==> config.mk <==
export PLATFORM = sky130hd
export DESIGN_NAME = rv32ie_regfile
export DESIGN_NICKNAME = d
export VERILOG_FILES = /design/src/sv/rv32ie_regfile.sv
export SDC_FILE = /design/constraint.sdc
export NUM_CORES = 1
export LEC_CHECK = 0
export ABC_AREA = 0
export BUFFER_PORTS_ARGS = -buffer_cell sky130_fd_sc_hd__buf_2
export CAP_MARGIN = 5
export CORE_ASPECT_RATIO = 2
export CORE_MARGIN = 2
export CORE_UTILIZATION = 50
export DETAILED_ROUTE_END_ITERATION = 10
export PLACE_DENSITY = 0.69
export SLEW_MARGIN = 20
export SYNTH_ARGS = -nofsm -noshare
export SYNTH_HDL_FRONTEND = slang
export SYNTH_SLANG_ARGS = --single-unit
==> constraint.sdc <==
create_clock -name clk_i -period 1.8 [get_ports clk_i]
set_input_delay 0.09 -clock clk_i [delete_from_list [all_inputs] [get_ports clk_i]]
set_output_delay 0.09 -clock clk_i [all_outputs]
set_load 0.01 [all_outputs]
==> src/sv/rv32ie_regfile.sv <==
`default_nettype none
module rv32ie_regfile (
  input  wire logic        clk_i,
  input  wire logic        rst_ni,
  input  wire logic        re_i,
  input  wire logic [4:0]  raddr1_i,
  input  wire logic [4:0]  raddr2_i,
  input  wire logic        we_i,
  input  wire logic [4:0]  waddr_i,
  input  wire logic [31:0] wdata_i,
  output logic      [31:0] rdata1_o,
  output logic      [31:0] rdata2_o
);

  logic [31:0] mem [32];
  logic [31:0] valid_q;
  logic [31:0] rd1_q, rd2_q;
  logic        v1_q, v2_q;

  always_ff @(posedge clk_i) begin
    if (we_i) begin
      mem[waddr_i] <= wdata_i;
    end
    if (re_i) begin
      rd1_q <= mem[raddr1_i];
      rd2_q <= mem[raddr2_i];
    end
  end

  // entries never written read as zero
  always_ff @(posedge clk_i or negedge rst_ni) begin
    if (!rst_ni) begin
      valid_q <= '0;
      v1_q    <= 1'b0;
      v2_q    <= 1'b0;
    end else begin
      if (we_i) begin
        valid_q[waddr_i] <= 1'b1;
      end
      if (re_i) begin
        v1_q <= valid_q[raddr1_i];
        v2_q <= valid_q[raddr2_i];
      end
    end
  end

  assign rdata1_o = v1_q ? rd1_q : '0;
  assign rdata2_o = v2_q ? rd2_q : '0;

endmodule
`default_nettype wire

==> impl_table.tex, run 1 <==
\begin{tabular}{lr}
\hline
Metric & Value \\
\hline
\multicolumn{2}{l}{\textbf{STA}} \\
\quad Final-report setup violation count & 64 \\
\quad Final-report max-slew violation count & 0 \\
\quad Setup clock skew after layout & slightly below 0.02 ns \\
\quad Slew at the pin closest to its max-slew limit & roughly 0.77 ns \\
\quad Period minus WS final & approximately 2 ns \\
\quad Setup repair after global routing missed its margin & yes \\
\quad Worst relative slew slack & 0.485 \\
\quad Post-route setup slack & -0.196 ns \\
\quad Final clock period utilization by the worst path & 1.11 \\
\quad Final-report hold violation count & 0 \\
\quad Hold slack final & roughly 0.05 ns \\
\quad Highest clock rate & approximately 500 MHz \\
\multicolumn{2}{l}{\textbf{Detailed routing}} \\
\quad Routed Antenna Nets & 0 \\
\quad Number of violations reported at the end of detailed-routing iteration 0 & 2928 \\
\quad Post-DR vias/cell & around 7 \\
\quad Via count & 27000 \\
\quad TritonRoute pass-1 iters & 5 \\
\quad Average wire length per cell after detail routing & 37.3 microns \\
\quad Total Routed Length & roughly 150 mm \\
\quad Post-route DRC violation count & 0 \\
\multicolumn{2}{l}{\textbf{Clock tree}} \\
\quad Sink Count & between 1000 and 1500 \\
\quad Worst-Skew Late Latency & roughly 0.70 ns \\
\quad Clk Tree Root Cell & sky130\_fd\_sc\_hd\_\_clkbuf\_16 \\
\quad CTS Buf Count & 94 \\
\quad TritonCTS clock tree & done \\
\quad H-tree levels & 3 \\
\quad Maximum number of buffers from clock root to sink & 3 \\
\quad Clock transition at the registers of the reported paths & 0.07 ns \\
\multicolumn{2}{l}{\textbf{Pwr}} \\
\quad Clock group share of total power & 0.378 \\
\quad Power dissipated by switching net loads & 0.0126 W \\
\quad Comb power frac & 0.099 \\
\quad Static power due to leakage & between 15 and 20 nW \\
\quad Sequential share of power & 0.523 \\
\quad Worst supply voltage drop on vdd & roughly 0.00066 V \\
\quad Internal & between 0.04 and 0.05 W \\
\quad Power density relative to cell area & about 950 mW/mm\^{}2 \\
\quad Fraction of power spent switching nets & 0.222 \\
\multicolumn{2}{l}{\textbf{Final layout}} \\
\quad Most common library cell in the layout ignoring fill and taps & sky130\_fd\_sc\_hd\_\_edfxtp\_1 \\
\quad Layout Utilization & 0.594 \\
\quad Ratio of cells with drive above 1 in the final layout & 0.489 \\
\quad Synthesis-to-layout area growth & 18.0\% \\
\quad Post-layout net count & $\sim$2600 \\
\quad Commonest non-fill, non-tap cells in the layout & 1088 x sky130\_fd\_sc\_hd\_\_edfxtp\_1, 640 x sky130\_fd\_sc\_hd\_\_mux4\_2, 143 x sky130\_fd\_sc\_hd\_\_buf\_12 \\
\multicolumn{2}{l}{\textbf{Worst setup path}} \\
\quad Crit Path Max Fanout & 2 \\
\quad Data arrival time of the worst path & between 2 and 2.5 ns \\
\quad Internal reg-to-reg setup slack & -0.20 ns \\
\quad Critical Setup Path Class & flop to flop \\
\quad Start of the worst register-to-register path & mem[21][18] \\
\quad Crit start category & flop \\
\quad Number of cells on the worst reg-to-reg path & 4 \\
\quad Worst endpoint required time & approximately 2.3 ns \\
\quad CP Capture Type & flop \\
\quad Reg-to-reg critical path endpoint & rd1\_q[18] \\
\multicolumn{2}{l}{\textbf{Synthesis}} \\
\quad Dominant combinational cell family by area after synthesis & multiplexers \\
\quad Cells after synthesis & $\sim$2200 \\
\quad Netlist cell types & 28 \\
\quad Post-Synth XOR/XNOR Area & 0 \\
\quad Post-Synth Simple-Gate Area & 0.0188 \\
\quad Post-synth design cell area & between 0.05 and 0.06 sq mm \\
\quad Synthesized net count & around 2300 \\
\quad Compound-Gate Fraction of Synth Area & 0.00266 \\
\quad Share of synthesized area occupied by flip-flops and latches & 0.659 \\
\quad Number of flip-flops and latches in the synthesized netlist & 1122 \\
\quad Synthesis warning total & 0 \\
\quad Mean area per synthesized cell & $\sim$23 sq um \\
\quad Mux contribution to synthesized area & 0.304 \\
\quad Arithmetic-cell share of the synthesized area counting full adders, half adders and majority gates & 0 \\
\multicolumn{2}{l}{\textbf{Floorplan}} \\
\quad Vertical die dimension & 455 microns \\
\quad Die Width & roughly 230 microns \\
\quad IO Count & 115 \\
\quad Initial cell density of the core & 0.504 \\
\quad Number of rows created at floorplan & 165 \\
\quad Std-Cell Core Area & 0.101 sq mm \\
\quad Die area & 0.104 sq mm \\
\multicolumn{2}{l}{\textbf{Hold path}} \\
\quad Hold/Removal Path Class & input port to flop \\
\quad Worst hold path endpoint & v2\_q \\
\quad Cell depth of the worst hold path & 4 \\
\quad Worst min-delay path startpoint & raddr2\_i[4] \\
\multicolumn{2}{l}{\textbf{Status}} \\
\quad Outcome & finished with violations \\
\quad Violations in the final reports & setup timing \\
\multicolumn{2}{l}{\textbf{Global routing}} \\
\quad Overall track demand over capacity in global routing & 0.292 \\
\quad Pin count of the biggest net entering global routing & 49 \\
\quad Antenna violations before repair & 10 \\
\quad Global-route wire length before repair & $\sim$210 mm \\
\quad Via count of the first global-routing pass & roughly 29000 \\
\quad Overflow left after global routing & 0 \\
\multicolumn{2}{l}{\textbf{Placed design}} \\
\quad Weighted congestion at the end of routability-driven global placement & roughly 0.84 \\
\quad Hpwl dp & roughly 90 mm \\
\quad Pre-CTS WS & -0.498 ns \\
\quad Number of buffers inserted by port buffering & approximately 110 \\
\multicolumn{2}{l}{\textbf{Run}} \\
\quad Max-cap violations & 0 \\
\hline
\end{tabular}
final cells by class:
| type | count | area (sq um) |
|---|---|---|
| antenna | 10 | 25.0 |
| clock buffer | 120 | 2580 |
| clock inverter | 54 | 621 |
| fill | 6955 | 40900 |
| multi-input combinational | 926 | 17000 |
| sequential | 1122 | 33500 |
| tap | 1336 | 1670 |
| timing repair buffer | 394 | 4620 |
metal layers:
metal / vias up / wire (microns) / global-route usage / part of all wire
li1: 10500 / - / - / -
met1: 14700 / 51800 / 0.369 / 0.35
met2: 1506 / 76900 / 0.503 / 0.52
met3: 303 / 12700 / 0.0543 / 0.086
met4: 8 / 6360 / 0.115 / 0.043
met5: - / 56 / 0 / 0.00038
worst max path at each step:
stage,from,endpoint
after floorplan,waddr_i[0],mem[26][0]
after CTS,mem[3][31],rd1_q[31]
after detailed placement,raddr1_i[0],rd1_q[22]
after global routing,mem[20][18],rd1_q[18]
final,mem[21][18],rd1_q[18]
after global placement,raddr2_i[0],rd2_q[19]
stage by stage:
step / cell area (sq um) / total power (W) / cells / TNS (ns)
floorplan: 50900 / 0.0333 / 2212 / -314.55
global placement: 56200 / 0.0356 / 3742 / -25.68
detailed placement: 56200 / 0.0358 / 3742 / -25.97
CTS: 59900 / 0.0571 / 3952 / -7.99
global route: 60000 / 0.0583 / 3954 / -9.53
finish: 60000 / 0.0568 / 3962 / -7.70
state kept, by name, summed over array words and instances (netlist names):
name	flops
mem	1024
rd1_q	32
valid_q	32
v1_q	1
v2_q	1
rd2_q	32
critical path: stages, from the launching register on:
cell	delay, ns
sky130_fd_sc_hd__edfxtp_1	0.39
sky130_fd_sc_hd__buf_4	0.15
sky130_fd_sc_hd__mux4_2	0.45
sky130_fd_sc_hd__mux4_2	0.47
sky130_fd_sc_hd__mux2_4	0.29
power groups by stage:
stage	sequential, W	clock, W	combinational, W
6_report	0.0297	0.0215	0.00561
3_5_place_dp	0.0303	0	0.00545
3_3_place_gp	0.0303	0	0.00536
2_1_floorplan	0.0300	0	0.00328
4_1_cts	0.0297	0.0218	0.00559
5_1_grt	0.0298	0.0226	0.00593
cell usage after synthesis:
| master | number | area [sq um] |
|---|---|---|
| sky130_fd_sc_hd__edfxtp_1 | 1088 | 32700 |
| sky130_fd_sc_hd__dfrtp_1 | 34 | 851 |
| sky130_fd_sc_hd__nand4_1 | 2 | 12.5 |
| sky130_fd_sc_hd__mux2i_1 | 32 | 320 |
| sky130_fd_sc_hd__nand2_1 | 9 | 33.8 |
| sky130_fd_sc_hd__nor2b_1 | 4 | 25.0 |
| sky130_fd_sc_hd__nor2_1 | 37 | 139 |
| sky130_fd_sc_hd__buf_2 | 48 | 240 |
| sky130_fd_sc_hd__a22o_1 | 2 | 17.5 |
| sky130_fd_sc_hd__nand3_1 | 4 | 20.0 |
| sky130_fd_sc_hd__nand2b_1 | 4 | 25.0 |
| sky130_fd_sc_hd__mux4_2 | 640 | 14400 |
| sky130_fd_sc_hd__or3_1 | 1 | 6.26 |
| sky130_fd_sc_hd__a41oi_1 | 2 | 17.5 |
| sky130_fd_sc_hd__nand3b_1 | 5 | 37.5 |
| sky130_fd_sc_hd__buf_6 | 16 | 180 |
| sky130_fd_sc_hd__and2_1 | 65 | 407 |
| sky130_fd_sc_hd__or3b_2 | 3 | 26.3 |
| sky130_fd_sc_hd__a211oi_1 | 1 | 7.51 |
| sky130_fd_sc_hd__a311oi_1 | 1 | 8.76 |
| sky130_fd_sc_hd__and3_1 | 4 | 25.0 |
| sky130_fd_sc_hd__mux2_2 | 64 | 721 |
| sky130_fd_sc_hd__or2_2 | 32 | 200 |
| sky130_fd_sc_hd__a21oi_1 | 7 | 35.0 |
| sky130_fd_sc_hd__a22oi_1 | 4 | 30.0 |
| sky130_fd_sc_hd__buf_1 | 20 | 75.1 |
| sky130_fd_sc_hd__a31oi_1 | 3 | 18.8 |
| sky130_fd_sc_hd__clkbuf_1 | 80 | 300 |
cells by family after synthesis:
family                 count (synthesis)
and+or+nand+nor                      170
DFF                                 1122
AOI/OAI and AO/OA                     20
buffers and inverters                164
muxes                                736
what timing repair did:
item	in CTS	in global routing
resized for setup	23	30
setup endpoints to repair	96	65
hold buffers	34	0
setup buffers	2	0
pin swaps	1	0
endpoints found under the hold margin	1103	0
cloned	0	0
No activity file was read; power rests on OpenSTA's default activity.
==> run 2, diff against run 1 <==
--- a/config.mk
+++ b/config.mk
@@ -13,6 +13,7 @@
 export CORE_UTILIZATION = 50
 export DETAILED_ROUTE_END_ITERATION = 10
 export PLACE_DENSITY = 0.69
+export RECOVER_POWER = 100
 export SLEW_MARGIN = 20
 export SYNTH_ARGS = -nofsm -noshare
 export SYNTH_HDL_FRONTEND = slang
==> run 2 against run 1 <==
Largest power group unchanged. The flow still finishes with violations (setup timing). Critical path depth unchanged. Global-route usage unchanged. Via count grew 0.16%. Clock-buffer cell count unchanged. Worst hold slack worse by 0.0012 ns. Register-to-register slack hardly changed. Sequential power barely moved. Flip-flop and latch count is the same. Combinational power shrank 2%. Routed wire length up 0.19%. Non-clock buffer count unchanged. First-iteration DRC count grew 6.0%.
==> impl_table.tex, run 2 (same netlist as run 1, synthesis figures left out) <==
\begin{tabular}{lr}
\hline
Metric & Value \\
\hline
\multicolumn{2}{l}{\textbf{Floorplan}} \\
\quad Die area & 0.104 sq mm (unchanged) \\
\quad Vertical die dimension & 455 microns (unchanged) \\
\quad Number of rows created at floorplan & 165 (unchanged) \\
\quad Die Width & 230 microns (unchanged) \\
\quad IO Count & 115 (unchanged) \\
\quad Initial cell density of the core & 0.504 (unchanged) \\
\quad Std-Cell Core Area & 0.101 sq mm (unchanged) \\
\multicolumn{2}{l}{\textbf{Status}} \\
\quad Outcome & finished with violations \\
\quad Violations in the final reports & setup timing \\
\multicolumn{2}{l}{\textbf{STA}} \\
\quad Final-report max-slew violation count & 0 (unchanged) \\
\quad Setup clock skew after layout & 0.0190 ns (-0.000411 ns) \\
\quad Period minus WS final & 2.01 ns (+0.00950 ns) \\
\quad Setup repair after global routing missed its margin & yes \\
\quad Worst relative slew slack & 0.0200 (-0.465) \\
\quad Setup TNS Final & -7.77 ns (-0.0715 ns) \\
\quad Final-report hold violation count & 0 (unchanged) \\
\quad Final clock period utilization by the worst path & 1.11 (+0.00528) \\
\quad Final-report setup violation count & 70 (+9.4\%) \\
\quad Post-route setup slack & -0.205 ns (-0.00950 ns) \\
\quad Slew at the pin closest to its max-slew limit & 1.47 ns (+0.697 ns) \\
\quad Highest clock rate & 499 MHz (-0.47\%) \\
\multicolumn{2}{l}{\textbf{Worst setup path}} \\
\quad Number of cells on the worst reg-to-reg path & 4 (unchanged) \\
\quad Data arrival time of the worst path & 2.45 ns (about the same) \\
\quad Worst endpoint required time & 2.24 ns (about the same) \\
\quad Crit Path Max Fanout & 2 (unchanged) \\
\quad Internal reg-to-reg setup slack & -0.21 ns (about the same) \\
\quad Start of the worst register-to-register path & mem[21][18] \\
\quad Reg-to-reg critical path endpoint & rd1\_q[18] \\
\quad Crit start category & flop \\
\quad CP Capture Type & flop \\
\quad Critical Setup Path Class & flop to flop \\
\multicolumn{2}{l}{\textbf{Global routing}} \\
\quad Overflow left after global routing & 0 (unchanged) \\
\quad Via count of the first global-routing pass & 29000 (unchanged) \\
\quad Overall track demand over capacity in global routing & 0.292 (unchanged) \\
\quad Pin count of the biggest net entering global routing & 49 (unchanged) \\
\quad Global-route wire length before repair & 212 mm (unchanged) \\
\quad Antenna violations before repair & 9 (-1) \\
\multicolumn{2}{l}{\textbf{Final layout}} \\
\quad Most common library cell in the layout ignoring fill and taps & sky130\_fd\_sc\_hd\_\_edfxtp\_1 \\
\quad Max FFs per register & 1024 (unchanged) \\
\quad Register bank with the most flops & mem \\
\quad Final-layout fill cell count & 7129 (+2.5\%) \\
\quad Synthesis-to-layout area growth & 15.5\% \\
\quad Post-layout net count & 2589 (unchanged) \\
\quad Commonest non-fill, non-tap cells in the layout & 1088 x sky130\_fd\_sc\_hd\_\_edfxtp\_1, 640 x sky130\_fd\_sc\_hd\_\_mux4\_2, 96 x sky130\_fd\_sc\_hd\_\_clkbuf\_16 \\
\quad Ratio of cells with drive above 1 in the final layout & 0.458 (-0.0310) \\
\quad Total non-filler cell area in the finished layout & 0.0587 sq mm (-2.1\%) \\
\quad Layout Utilization & 0.582 (-0.0127) \\
\quad Fin cells & 3960 (-0.050\%) \\
\multicolumn{2}{l}{\textbf{Clock tree}} \\
\quad Worst-Skew Late Latency & 0.70 ns (about the same) \\
\quad Clk Tree Root Cell & sky130\_fd\_sc\_hd\_\_clkbuf\_16 \\
\quad Clock transition at the registers of the reported paths & 0.06 ns (about the same) \\
\quad CTS Buf Count & 94 (unchanged) \\
\quad TritonCTS clock tree & done \\
\quad H-tree levels & 3 (unchanged) \\
\quad Maximum number of buffers from clock root to sink & 3 (unchanged) \\
\quad Sink Count & 1122 (unchanged) \\
\multicolumn{2}{l}{\textbf{Detailed routing}} \\
\quad Total Routed Length & 148 mm (+0.19\%) \\
\quad TritonRoute pass-1 iters & 7 (+2) \\
\quad Via count & 27000 (+0.16\%) \\
\quad Number of violations reported at the end of detailed-routing iteration 0 & 3104 (+6.0\%) \\
\quad Post-route DRC violation count & 0 (unchanged) \\
\quad Routed Antenna Nets & 0 (unchanged) \\
\quad Post-DR vias/cell & 6.82 (+0.21\%) \\
\quad Average wire length per cell after detail routing & 37.4 microns (+0.24\%) \\
\multicolumn{2}{l}{\textbf{Hold path}} \\
\quad Worst min-delay path startpoint & raddr2\_i[4] \\
\quad Hold/Removal Path Class & input port to flop \\
\quad Cell depth of the worst hold path & 4 (unchanged) \\
\quad Worst hold path endpoint & v2\_q \\
\multicolumn{2}{l}{\textbf{Placed design}} \\
\quad Hpwl dp & 90.8 mm (unchanged) \\
\quad Number of buffers inserted by port buffering & 114 (unchanged) \\
\quad Inst Count DP & 3742 (unchanged) \\
\quad Weighted congestion at the end of routability-driven global placement & 0.839 (unchanged) \\
\quad Cell area after placement & 0.0562 sq mm (unchanged) \\
\multicolumn{2}{l}{\textbf{Pwr}} \\
\quad Fraction of power spent switching nets & 0.222 (about the same) \\
\quad Power density relative to cell area & 966 mW/mm\^{}2 (+2.0\%) \\
\quad Clock group share of total power & 0.378 (about the same) \\
\quad Comb power frac & 0.097 (-0.002) \\
\quad Static power due to leakage & 19.0 nW (-2.1\%) \\
\quad Power dissipated by switching net loads & 0.0126 W (-0.26\%) \\
\quad Worst supply voltage drop on vdd & 0.000659 V (-0.18\%) \\
\quad Sequential share of power & 0.525 (+0.002) \\
\quad Internal & 0.0441 W (-0.13\%) \\
\multicolumn{2}{l}{\textbf{Run}} \\
\quad Max-cap violations & 0 (unchanged) \\
\hline
\end{tabular}
-- run 2: changes by cell type in the layout (fill, tap and decap cells not counted), moves of 11 or more --
cell	change
sky130_fd_sc_hd__and2_1	-20
sky130_fd_sc_hd__buf_4	-11
sky130_fd_sc_hd__buf_12	-64
sky130_fd_sc_hd__nor2_1	+30
sky130_fd_sc_hd__clkbuf_2	+68
sky130_fd_sc_hd__and2_0	+20
sky130_fd_sc_hd__clkbuf_1	+51
sky130_fd_sc_hd__buf_2	-47
sky130_fd_sc_hd__nor2_4	-30
-- run 2: routing by layer --
metal  up-vias  share of wire  track usage
li1      10400              -            -
met1     14700           0.35        0.369
met2      1513           0.52        0.503
met3       352          0.092       0.0543
met4         6          0.047        0.115
met5         -        0.00026            0
-- run 2: area by class of cell --
cell class | instances | area, sq um | share of cell area
flip-flops and latches | 1122 | 33500 | 0.571
diodes | 8 | 20.0 | 0.000341
repair buffers | 394 | 3570 | 0.0608
clock inverters | 54 | 621 | 0.0106
well taps | 1336 | 1670 | 0.0285
clock buffers | 120 | 2580 | 0.0440
multi-input cells | 926 | 16700 | 0.285
-- run 2: power by group through the flow --
stage,logic [W],registers (W),clock network (W)
floorplan,0.00328,0.0300,0
global placement,0.00536,0.0303,0
detailed placement,0.00545,0.0303,0
CTS,0.00559,0.0297,0.0218
global route,0.00582,0.0298,0.0226
finish,0.00550,0.0298,0.0215
-- run 2: repair_timing --
item	CTS	global route
buffers inserted	2	0
resized for setup	23	30
hold endpoints to repair	1103	0
pin swaps	1	0
hold buffers	34	0
setup endpoints to repair	96	65
-- run 2: worst max-delay path, cell delays in order (launching register included) --
cell and delay, ns:
sky130_fd_sc_hd__edfxtp_1 0.39, sky130_fd_sc_hd__buf_4 0.15, sky130_fd_sc_hd__mux4_2 0.45, sky130_fd_sc_hd__mux4_2 0.47, sky130_fd_sc_hd__mux2_4 0.29
-- run 2: stage by stage --
stage	power (W)	hold slack, ns	setup WS (ns)
5_1_grt	0.0583	0.0498	-0.240
3_3_place_gp	0.0356	0.183	-0.503
6_report	0.0567	0.0486	-0.205
2_1_floorplan	0.0333	-0.206	-0.469
3_5_place_dp	0.0358	0.198	-0.498
4_1_cts	0.0571	0.000993	-0.214
-- run 2: worst max-delay path by stage --
stage,endpoint,cells past startpoint,slack (ns),start
after floorplan,mem[26][0],2,-0.47,waddr_i[0]
after global placement,rd2_q[19],6,-0.50,raddr2_i[0]
after detailed placement,rd1_q[22],6,-0.50,raddr1_i[0]
after CTS,rd1_q[31],3,-0.21,mem[3][31]
after global routing,rd1_q[18],4,-0.24,mem[20][18]
final,rd1_q[18],4,-0.21,mem[21][18]
